<file path="src/dbd_pkg.sv">
`timescale 1ns / 1ps
// ----------------------------------------------------------------------------
// dbd_pkg - shared definitions for the detection box decoder
// Field widths, register indexes and the class pick word.
// ----------------------------------------------------------------------------
package dbd_pkg;

	localparam int NumClassesDef = 8;
	localparam int ScoreMax      = 8;   // score ports on the top level

	localparam int CoordW  = 16;        // Q12.4 centre
	localparam int SizeW   = 15;        // Q11.4 width / height
	localparam int ScoreW  = 16;        // Q1.15
	localparam int ScaleW  = 16;        // Q4.12
	localparam int PadW    = 11;
	localparam int FrameW  = 13;
	localparam int PixW    = 12;        // frame pixel coordinate
	localparam int ClassW  = 3;
	localparam int CfgIdxW = 3;
	localparam int CfgDatW = 16;

	// corner in 1/32 model pixel, and after scaling (2^-17 frame pixel)
	localparam int DiffW = 19;
	localparam int ProdW = DiffW + ScaleW;
	localparam int FracW = 17;

	typedef enum logic [CfgIdxW-1:0] {
		REG_SCORE_THRESHOLD = 3'd0,
		REG_INVERSE_SCALE   = 3'd1,
		REG_PAD_LEFT        = 3'd2,
		REG_PAD_TOP         = 3'd3,
		REG_FRAME_WIDTH     = 3'd4,
		REG_FRAME_HEIGHT    = 3'd5
	} cfg_reg_t;

	// outcome of the class score search
	typedef struct packed {
		logic              keep;
		logic [ClassW-1:0] idx;
		logic [ScoreW-1:0] score;
	} pick_t;

endpackage

</file>
<file path="src/dbd_score_select.sv">
`timescale 1ns / 1ps
// ----------------------------------------------------------------------------
// dbd_score_select - class score search
// Finds the first strictly largest score and checks it against the threshold.
// ----------------------------------------------------------------------------
module dbd_score_select import dbd_pkg::*; #(
	parameter int NUM_CLASSES = NumClassesDef
) (
	input  logic              clk,
	input  logic [ScoreW-1:0] scores [ScoreMax],
	input  logic [ScoreW-1:0] threshold,
	output pick_t             pick_s1
);

	pick_t pick_d;

	always_comb begin
		logic              found;
		logic [ScoreW-1:0] best;
		logic [ClassW-1:0] idx;
		found = 1'b0;
		best  = '0;
		idx   = '0;
		// strict compare keeps the lowest index on a tie; only the score ports exist
		for (int i = 0; i < NUM_CLASSES && i < ScoreMax; i++) begin
			if (scores[i] > best) begin
				best  = scores[i];
				idx   = ClassW'(i);
				found = 1'b1;
			end
		end
		pick_d.keep  = found && (best >= threshold);
		pick_d.idx   = idx;
		pick_d.score = best;
	end

	always_ff @(posedge clk) begin
		pick_s1 <= pick_d;
	end

endmodule

</file>
<file path="src/dbd_corner_lane.sv">
`timescale 1ns / 1ps
// ----------------------------------------------------------------------------
// dbd_corner_lane - one box corner, model frame to frame pixels
// Removes padding, scales by the inverse letterbox scale, clamps and rounds.
// ----------------------------------------------------------------------------
module dbd_corner_lane import dbd_pkg::*; (
	input  logic                     clk,
	input  logic signed [CoordW-1:0] centre,
	input  logic [SizeW-1:0]         size,
	input  logic                     negate,     // low corner: centre - size
	input  logic [PadW-1:0]          pad,
	input  logic [ScaleW-1:0]        inv_scale,
	input  logic [PixW-1:0]          bound_m1,   // last pixel inside the frame
	output logic [PixW-1:0]          coord_s3
);

	logic signed [DiffW-1:0] diff_d, diff_s1;
	logic signed [ProdW-1:0] prod_s2;
	logic [PixW+FracW-1:0]   hi, clamped, rounded;

	// 2*centre -/+ size - 32*pad, in 1/32 model pixel
	always_comb begin
		logic signed [DiffW-1:0] c2, sz, pd;
		c2 = {{(DiffW-CoordW-1){centre[CoordW-1]}}, centre, 1'b0};
		sz = {{(DiffW-SizeW){1'b0}}, size};
		pd = {{(DiffW-PadW-5){1'b0}}, pad, 5'b0};
		diff_d = negate ? (c2 - sz - pd) : (c2 + sz - pd);
	end

	always_ff @(posedge clk) begin
		diff_s1 <= diff_d;
		prod_s2 <= diff_s1 * $signed({1'b0, inv_scale});
	end

	// clamp to [0, bound-1] and round half up
	assign hi = {bound_m1, {FracW{1'b0}}};

	always_comb begin
		if (prod_s2[ProdW-1])
			clamped = '0;
		else if (prod_s2[ProdW-2:0] > {{(ProdW-1-PixW-FracW){1'b0}}, hi})
			clamped = hi;
		else
			clamped = prod_s2[PixW+FracW-1:0];
		rounded = clamped + {{PixW{1'b0}}, 1'b1, {(FracW-1){1'b0}}};
	end

	always_ff @(posedge clk) begin
		coord_s3 <= rounded[PixW+FracW-1:FracW];
	end

endmodule

</file>
<file path="src/detection_box_decoder_unit.sv">
`timescale 1ns / 1ps
// ----------------------------------------------------------------------------
// detection_box_decoder_unit - detector prediction to frame box
// Picks the winning class, maps the four corners out of the letterboxed frame
// in parallel lanes and merges them into one box word, or drops the item.
// ----------------------------------------------------------------------------
//
//  channel   handshake            payload
//  -------   -------------------  ---------------------------------------------
//  input     start, busy          centre_x/y, box_width_in/height_in, score_0..7
//  result    done (strobe)        box_left/top, box_width_out/height_out,
//                                 class_index, best_score
//  config    cfg_we               cfg_index, cfg_data
//
//  A word is taken every cycle while busy is low; its result, if any, strobes
//  on done after three lane stages (pad removal, multiply, clamp/round) and
//  the merge register. The 19x17 multiply in each corner lane sets the stage
//  split. busy is high only while arst_n is asserted and for the first cycle
//  after release. Results cannot be stalled; a dropped word leaves no strobe.
//
module detection_box_decoder_unit import dbd_pkg::*; #(
	parameter int NUM_CLASSES = NumClassesDef
) (
	input  logic                     clk,
	input  logic                     arst_n,
	// input words
	input  logic                     start,
	output logic                     busy,
	input  logic signed [CoordW-1:0] centre_x,
	input  logic signed [CoordW-1:0] centre_y,
	input  logic [SizeW-1:0]         box_width_in,
	input  logic [SizeW-1:0]         box_height_in,
	input  logic [ScoreW-1:0]        score_0,
	input  logic [ScoreW-1:0]        score_1,
	input  logic [ScoreW-1:0]        score_2,
	input  logic [ScoreW-1:0]        score_3,
	input  logic [ScoreW-1:0]        score_4,
	input  logic [ScoreW-1:0]        score_5,
	input  logic [ScoreW-1:0]        score_6,
	input  logic [ScoreW-1:0]        score_7,
	// results
	output logic                     done,
	output logic [PixW-1:0]          box_left,
	output logic [PixW-1:0]          box_top,
	output logic [PixW-1:0]          box_width_out,
	output logic [PixW-1:0]          box_height_out,
	output logic [ClassW-1:0]        class_index,
	output logic [ScoreW-1:0]        best_score,
	// configuration
	input  logic                     cfg_we,
	input  logic [CfgIdxW-1:0]       cfg_index,
	input  logic [CfgDatW-1:0]       cfg_data
);

	// ---------------------------------------------------------------------
	// Configuration registers
	// ---------------------------------------------------------------------
	logic [ScoreW-1:0] score_threshold_q;
	logic [ScaleW-1:0] inverse_scale_q;
	logic [PadW-1:0]   pad_left_q, pad_top_q;
	logic [FrameW-1:0] frame_width_q, frame_height_q;

	always_ff @(posedge clk or negedge arst_n) begin
		if (!arst_n) begin
			score_threshold_q <= ScoreW'(27853);
			inverse_scale_q   <= ScaleW'(4096);
			pad_left_q        <= '0;
			pad_top_q         <= '0;
			frame_width_q     <= FrameW'(640);
			frame_height_q    <= FrameW'(640);
		end else if (cfg_we) begin
			unique case (cfg_index)
				REG_SCORE_THRESHOLD: score_threshold_q <= cfg_data;
				REG_INVERSE_SCALE:   inverse_scale_q   <= cfg_data;
				REG_PAD_LEFT:        pad_left_q        <= cfg_data[PadW-1:0];
				REG_PAD_TOP:         pad_top_q         <= cfg_data[PadW-1:0];
				REG_FRAME_WIDTH:     frame_width_q     <= cfg_data[FrameW-1:0];
				REG_FRAME_HEIGHT:    frame_height_q    <= cfg_data[FrameW-1:0];
				default: ;   // unused indexes are ignored
			endcase
		end
	end

	// Last pixel of the frame: a zero bound acts as 1, anything past 4096 as 4096
	logic [PixW-1:0] width_m1, height_m1;

	always_comb begin
		logic [FrameW-1:0] wm, hm;
		wm = frame_width_q - 1'b1;
		hm = frame_height_q - 1'b1;
		if (frame_width_q == '0)
			width_m1 = '0;
		else if (frame_width_q[FrameW-1] && (frame_width_q[FrameW-2:0] != '0))
			width_m1 = '1;
		else
			width_m1 = wm[PixW-1:0];
		if (frame_height_q == '0)
			height_m1 = '0;
		else if (frame_height_q[FrameW-1] && (frame_height_q[FrameW-2:0] != '0))
			height_m1 = '1;
		else
			height_m1 = hm[PixW-1:0];
	end

	// ---------------------------------------------------------------------
	// Word tracking: no back-pressure, so a plain valid shift line
	// ---------------------------------------------------------------------
	logic busy_q;
	logic valid_s1, valid_s2, valid_s3;
	logic accept;

	assign accept = start && !busy_q;
	assign busy   = busy_q;

	always_ff @(posedge clk or negedge arst_n) begin
		if (!arst_n) begin
			busy_q   <= 1'b1;
			valid_s1 <= 1'b0;
			valid_s2 <= 1'b0;
			valid_s3 <= 1'b0;
		end else begin
			busy_q   <= 1'b0;
			valid_s1 <= accept;
			valid_s2 <= valid_s1;
			valid_s3 <= valid_s2;
		end
	end

	// ---------------------------------------------------------------------
	// Class pick, then carried alongside the corner lanes
	// ---------------------------------------------------------------------
	logic [ScoreW-1:0] scores [ScoreMax];
	pick_t             pick_s1, pick_s2, pick_s3;

	assign scores[0] = score_0;
	assign scores[1] = score_1;
	assign scores[2] = score_2;
	assign scores[3] = score_3;
	assign scores[4] = score_4;
	assign scores[5] = score_5;
	assign scores[6] = score_6;
	assign scores[7] = score_7;

	dbd_score_select #(
		.NUM_CLASSES (NUM_CLASSES)
	) u_select (
		.clk       (clk),
		.scores    (scores),
		.threshold (score_threshold_q),
		.pick_s1   (pick_s1)
	);

	always_ff @(posedge clk) begin
		pick_s2 <= pick_s1;
		pick_s3 <= pick_s2;
	end

	// ---------------------------------------------------------------------
	// Four corner lanes: left, right, top, bottom
	// ---------------------------------------------------------------------
	logic [PixW-1:0] left_s3, right_s3, top_s3, bottom_s3;

	dbd_corner_lane u_left (
		.clk       (clk),
		.centre    (centre_x),
		.size      (box_width_in),
		.negate    (1'b1),
		.pad       (pad_left_q),
		.inv_scale (inverse_scale_q),
		.bound_m1  (width_m1),
		.coord_s3  (left_s3)
	);

	dbd_corner_lane u_right (
		.clk       (clk),
		.centre    (centre_x),
		.size      (box_width_in),
		.negate    (1'b0),
		.pad       (pad_left_q),
		.inv_scale (inverse_scale_q),
		.bound_m1  (width_m1),
		.coord_s3  (right_s3)
	);

	dbd_corner_lane u_top (
		.clk       (clk),
		.centre    (centre_y),
		.size      (box_height_in),
		.negate    (1'b1),
		.pad       (pad_top_q),
		.inv_scale (inverse_scale_q),
		.bound_m1  (height_m1),
		.coord_s3  (top_s3)
	);

	dbd_corner_lane u_bottom (
		.clk       (clk),
		.centre    (centre_y),
		.size      (box_height_in),
		.negate    (1'b0),
		.pad       (pad_top_q),
		.inv_scale (inverse_scale_q),
		.bound_m1  (height_m1),
		.coord_s3  (bottom_s3)
	);

	// ---------------------------------------------------------------------
	// Merge: drop low scores and empty boxes, register the result word
	// ---------------------------------------------------------------------
	logic emit;
	logic done_q;
	logic [PixW-1:0]   left_q, top_q, width_q, height_q;
	logic [ClassW-1:0] class_q;
	logic [ScoreW-1:0] score_q;

	assign emit = valid_s3 && pick_s3.keep && (right_s3 > left_s3) && (bottom_s3 > top_s3);

	always_ff @(posedge clk or negedge arst_n) begin
		if (!arst_n)
			done_q <= 1'b0;
		else
			done_q <= emit;
	end

	always_ff @(posedge clk) begin
		if (emit) begin
			left_q   <= left_s3;
			top_q    <= top_s3;
			width_q  <= right_s3 - left_s3;
			height_q <= bottom_s3 - top_s3;
			class_q  <= pick_s3.idx;
			score_q  <= pick_s3.score;
		end
	end

	assign done           = done_q;
	assign box_left       = left_q;
	assign box_top        = top_q;
	assign box_width_out  = width_q;
	assign box_height_out = height_q;
	assign class_index    = class_q;
	assign best_score     = score_q;

	// ---------------------------------------------------------------------
	// Assertions
	// ---------------------------------------------------------------------
`ifndef ASSERT_OFF
	a_no_empty_box: assert property (@(posedge clk) disable iff (!arst_n)
		done |-> (box_width_out != '0) && (box_height_out != '0))
		else $error("empty box emitted");

	a_drop_rejected: assert property (@(posedge clk) disable iff (!arst_n)
		valid_s3 && !pick_s3.keep |=> !done)
		else $error("rejected word emitted");

	a_no_phantom: assert property (@(posedge clk) disable iff (!arst_n)
		!valid_s3 |=> !done)
		else $error("result without a word in flight");

	a_class_range: assert property (@(posedge clk) disable iff (!arst_n)
		done |-> (int'(class_index) < NUM_CLASSES))
		else $error("class index out of range");
`endif

endmodule

</file>
<file path="config.mk">
export PLATFORM = sky130hd
export DESIGN_NAME = detection_box_decoder_unit
export DESIGN_NICKNAME = d
export VERILOG_FILES = /design/src/dbd_pkg.sv /design/src/dbd_score_select.sv /design/src/dbd_corner_lane.sv /design/src/detection_box_decoder_unit.sv
export SDC_FILE = /design/constraint.sdc
export NUM_CORES = 2
export LEC_CHECK = 0
export ABC_AREA = 0
export BUFFER_PORTS_ARGS = -buffer_cell sky130_fd_sc_hd__buf_2
export CAP_MARGIN = 40
export CORE_MARGIN = 2
export CORE_UTILIZATION = 35
export CTS_BUF_LIST = sky130_fd_sc_hd__clkbuf_8
export DETAILED_ROUTE_END_ITERATION = 8
export PLACE_DENSITY = 0.51
export SYNTH_ARGS = -nofsm -noshare
export SYNTH_HDL_FRONTEND = slang
export SYNTH_HIERARCHICAL = 1
export SYNTH_SLANG_ARGS = --single-unit
</file>
<file path="constraint.sdc">
create_clock -name clk -period 9.72 [get_ports clk]
set_clock_uncertainty 0.1 [all_clocks]
set_input_delay 1.458 -clock clk [delete_from_list [all_inputs] [get_ports clk]]
set_output_delay 1.458 -clock clk [all_outputs]
set_load 0.02 [all_outputs]
</file>
---- Yosys cells after proc, flatten, opt, wreduce, memory -nomap -nowiden ----
Index checks and enable logic that the tools add are counted.
word-level totals
  register bits ........................... 476
  output and inout port bits .............. 69
  word-level logic and storage cells ...... 135
  input port bits ......................... 213
cells by class
  order comparisons ....................... 15
  multipliers ............................. 4
  add/subtract/negate cells ............... 16
  reduce and logical (&&, ||, !) cells .... 21
  eq/ne operators ......................... 5
  mux-type cells .......................... 34
operators with widths
  kind                      count
  $mux W29                  8
  $mul A19 B17 Y35          4
  $gt A34 B29 Y1            4
  $mux W16                  8
  $add A29 B17 Y29 const B  4
  $gt A16 B16 Y1            7
  $sub A19 B17 Y19          4
  $mux W12                  4
  $add A17 B16 Y18          2
  $sub A17 B16 Y18          2
  $logic_not A13 Y1         2
  $gt A12 B12 Y1            2
  $reduce_bool A12 Y1       2
  $sub A12 B1 Y12 const B   2
  $sub A12 B12 Y12          2
  $ge A16 B16 Y1            1
  $gt A16 B1 Y1 const B     1
  $reduce_and A2 Y1         6
  $mux W1                   10
  $mux W2                   4
  $logic_and A1 B1 Y1       7
  $eq A3 B2 Y1 const B      2
  $eq A3 B3 Y1 const B      2
  $reduce_or A4 Y1          1
  4 further kinds           4

---- Logic depth before layout (Yosys ltp) ----
  depth in word-level cells ............... 18
  depth in mapped cells ................... 99
  gate-level depth less buffers ........... 94

---- By module ----
Netlist, hierarchy kept.
by module, submodules not included
  module                       times used  cells an instance  area each (µm²)  seq. area each (µm²)
  dbd_corner_lane at u_left    1           1,846              16,047.9         1,321.3
  dbd_corner_lane at u_right   1           1,825              15,931.5         1,321.3
  dbd_corner_lane at u_bottom  1           1,804              15,881.5         1,321.3
  dbd_corner_lane at u_top     1           1,800              15,757.6         1,321.3
  detection_box_decoder_unit   1           595                7,917.6          4,958.5
  dbd_score_select             1           703                5,620.4          400.4

---- Worst setup path after synthesis ----
Ideal clock, no wire load.
  path kind ............................... in2reg
  from .................................... input port score_0[14]
  to ...................................... register, netlist name u_select/pick_s1[19]
  stages .................................. 97
  path buffers ............................ 8
  required time ........................... 9,485 ps
  arrival time ............................ 18,952 ps
  path slack .............................. -9,467 ps
  library setup time ...................... 135 ps
  cell sequence ........................... inv_1 > ha_1 > nand4_2 > or3_1 > a21oi_2 > nor3_2 > nor2_1 > clkbuf_1 > mux2i_1 > ha_1 > nor2b_1 > o211ai_1 > a21oi_1 > or2_2 > o21bai_1 > a21oi_1 > a31oi_2 > buf_2 > [61 not listed] > o41ai_1 > clkbuf_1 > clkbuf_1 > nor2_1 > a211oi_2 > ha_1 > a21o_1 > a21o_1 > a21o_1 > a21o_1 > a21o_1 > a21o_1 > a21o_1 > a211oi_1 > o21ai_0 > a211oi_1 > o21a_1 > a211oi_1
RTL lines
  element      RTL line                          RTL
  from (decl)  detection_box_decoder_unit.sv:33  input logic [ScoreW-1:0] score_0,

==> metrics <==
outcome=finished, violations left; failing checks=setup timing; crit start category=input pin; Routed WL=232000 um; Hold Buf Count CTS=0; Max Fclk=0.0587 GHz; Post-synth ARST share=0.179; clk sinks=476; vias in the first global route=62500; fillcell total=22200; DRC=0; worst-margin pin slew=0.995 ns; Slowest-stage cell, CP=or4b_4; mapped cell area=77200 um2; Inst Count DP=11800; iteration-0 DRC count of the detailed router=2832; # nets final=11300; Vert. Die Dim=474 um; CTS H-tree lvls=3; Pins Over Slew Limit=0; clk slew on worst S/H paths=0.06 ns; Layout area overhead=13.8%; DRT Pass-1 Iters=6; Hold Path Class=reg2reg; post-synthesis register bit count=476; synth unique cells=122; share of layout cells above drive strength 1=0.121; setup ws final=-7.30 ns; RSZ-0062 raised after global routing=true; Overflow after GRT=0; clk_lat worst skew=0.84 ns; Starting Density=0.351; Seq/Total Area, Yosys=0.138; Synth Area per Inst=9.00 um2; top cells by area, synth=fa_1 (34%), ha_1 (12%), inv_1 (10%), dfxtp_1 (8.4%), nand2_1 (4.5%); Tot GR Track Use=0.209; Critical Path RT=10.35 ns; Cells after Synth=8573; CTS Buf Count=93; IO Pins=282; Synth Flop Type=dfxtp_1; Max-cap violations=0; Rel. slew slack=0.336; biggest area consumer among synthesized cells=fa_1; WP data arrival=17.65 ns; Post-synth EDFFs=67; Synth Warn #=6; critical path peak fanout=8; GPL Wtd Cong=0.892; die area=224000 um2; CP endpoint kind=flip-flop; core region area=220000 um2; CP dominant cell by count=a21o_1; critical path class=in2reg; share of the synthesized area in the top cell type=0.337; chip width=474 um; Avg WL per Cell=19.2 um; drt via density=4.87; DR vias=58700; final worst-path cycle share=1.75; final hold vios=0; first-pass GRT wire length=361000 um; post-route insts no fill=12000; TritonCTS clock tree=done; initial antenna violation count=63; Port Buf Inserts=281; row count=172; CP max stage delay=0.48 ns; largest net degree at the start of global routing=77; CTS max path bufs=3; Final ANT Viol Nets=0; setup violators final=20; min cycle time layout=17.02 ns; root buf cell=clkbuf_8; DP HPWL=187000 um
cell usage after synthesis, drive strengths merged (26+ instances only):
master,number
edfxtp,67
nand2b,49
xor2,97
dfxtp,324
o21ai,176
ha,723
dfrtp,70
a21oi,284
xnor2,226
clkbuf,228
inv,2080
a21o,109
fa,1298
and2,527
o31ai,27
nor4,49
o211ai,31
o21a,44
nand4,59
mux2,130
or3,30
nor2,274
a31oi,35
nor3,82
o21bai,31
buf,26
nand2,927
mux2i,64
and3,31
nor2b,47
nand3,85
a211oi,86
through the flow:
step / hold slack, ns / instance area (um2) / setup WS [ns] / setup TNS [ns] / util
after floorplan: 0.210 / 77700 / -7.49 / -112.00 / -
after global placement: 0.212 / 83800 / -8.73 / -135.25 / 0.382
after detailed placement: 0.213 / 84100 / -8.88 / -138.48 / 0.383
after CTS: 0.224 / 87400 / -7.10 / -107.84 / 0.398
after global routing: 0.227 / 87700 / -7.95 / -124.59 / 0.400
final: 0.218 / 87800 / -7.30 / -113.10 / 0.400
flip-flops by register name (all words and copies together), names as in the netlist, 19 cells and up:
| register | cells |
|---|---|
| pick_s2 | 20 |
| u_left/prod_s2 | 35 |
| u_select/pick_s1 | 20 |
| u_top/diff_s1 | 19 |
| u_top/prod_s2 | 35 |
| u_right/prod_s2 | 35 |
| u_bottom/prod_s2 | 35 |
| u_left/diff_s1 | 19 |
| u_right/diff_s1 | 19 |
| pick_s3 | 20 |
| u_bottom/diff_s1 | 19 |
cell usage in the layout (no fill, tap or decap), types with 226 or more instances in the layout:
cell type	instances
xnor2_1	226
fa_1	1298
inv_1	2080
a21oi_1	267
ha_1	693
nor2_1	265
buf_2	260
and2_1	527
dfxtp_1	324
nand2_1	919
buf_4	294
repair_timing:
action | 4_1_cts | 5_1_grt
pin swaps | 42 | 30
endpoints found under the setup margin | 20 | 20
setup buffers | 64 | 12
gates resized for setup | 174 | 42
final timing paths:
path | slack, ns | endpoint | start | cells after the start
max in group asynchronous | 8.17 | frame_height_q[7]$_DFFE_PN1P_ | arst_n | 3
setup reg to reg | 2.04 | u_right/prod_s2[34]$_DFF_P_ | inverse_scale_q[11]$_DFFE_PN0P_ | 21
hold reg to reg | 0.22 | pick_s3[15]$_DFF_P_ | pick_s2[15]$_DFF_P_ | 0
hold / removal | 0.22 | pick_s3[15]$_DFF_P_ | pick_s2[15]$_DFF_P_ | 0
min in group asynchronous | 0.42 | score_threshold_q[4]$_DFFE_PN0P_ | arst_n | 1
setup / recovery | -7.30 | u_select/pick_s1[19]$_DFF_P_ | score_1[9] | 95
kinds of logic after synthesis:
family,after synthesis,share of synthesized area
muxes,194,0.0280
and+or+nand+nor,2250,0.144
xor gates and xnor gates,323,0.0367
AOI/OAI and AO/OA,972,0.0846
adders and majority gates,2022,0.454
buffers and inverters,2334,0.114
DFF,476,0.138
other,2,0.0000973
worst max-delay path, delay by kind of cell:
family	cells	cell delay (ns)
adder cells (fa/ha/maj)	8	2.03
multiplexers	7	1.81
AO/OA/AOI/OAI	43	6.60
AND/OR/NAND/NOR	27	4.52
buffers and inverters	10	1.19
routing by layer:
metal | part of all wire | global-route usage | wire length, um | up-vias
met5 | 0.00087 | 0 | 202 | -
met4 | 0.029 | 0.0685 | 6710 | 32
met3 | 0.049 | 0.0298 | 11300 | 287
met2 | 0.49 | 0.355 | 113000 | 1296
met1 | 0.43 | 0.272 | 101000 | 29600
li1 | - | - | - | 27500
final cells by class:
class	count	area, um2	area share
Multi-Input combinational cell	5767	58800	0.670
Clock inverter	63	543	0.00619
Sequential cell	476	10700	0.122
Antenna cell	35	87.6	0.000998
Tap cell	2871	3590	0.0409
Inverter	2080	7860	0.0895
Timing Repair Buffer	640	4700	0.0535
Clock buffer	110	1510	0.0172
Power is left out: the tool's default activity adds up to more than one toggle a clock period on the data nets, which glitch-free logic cannot reach.
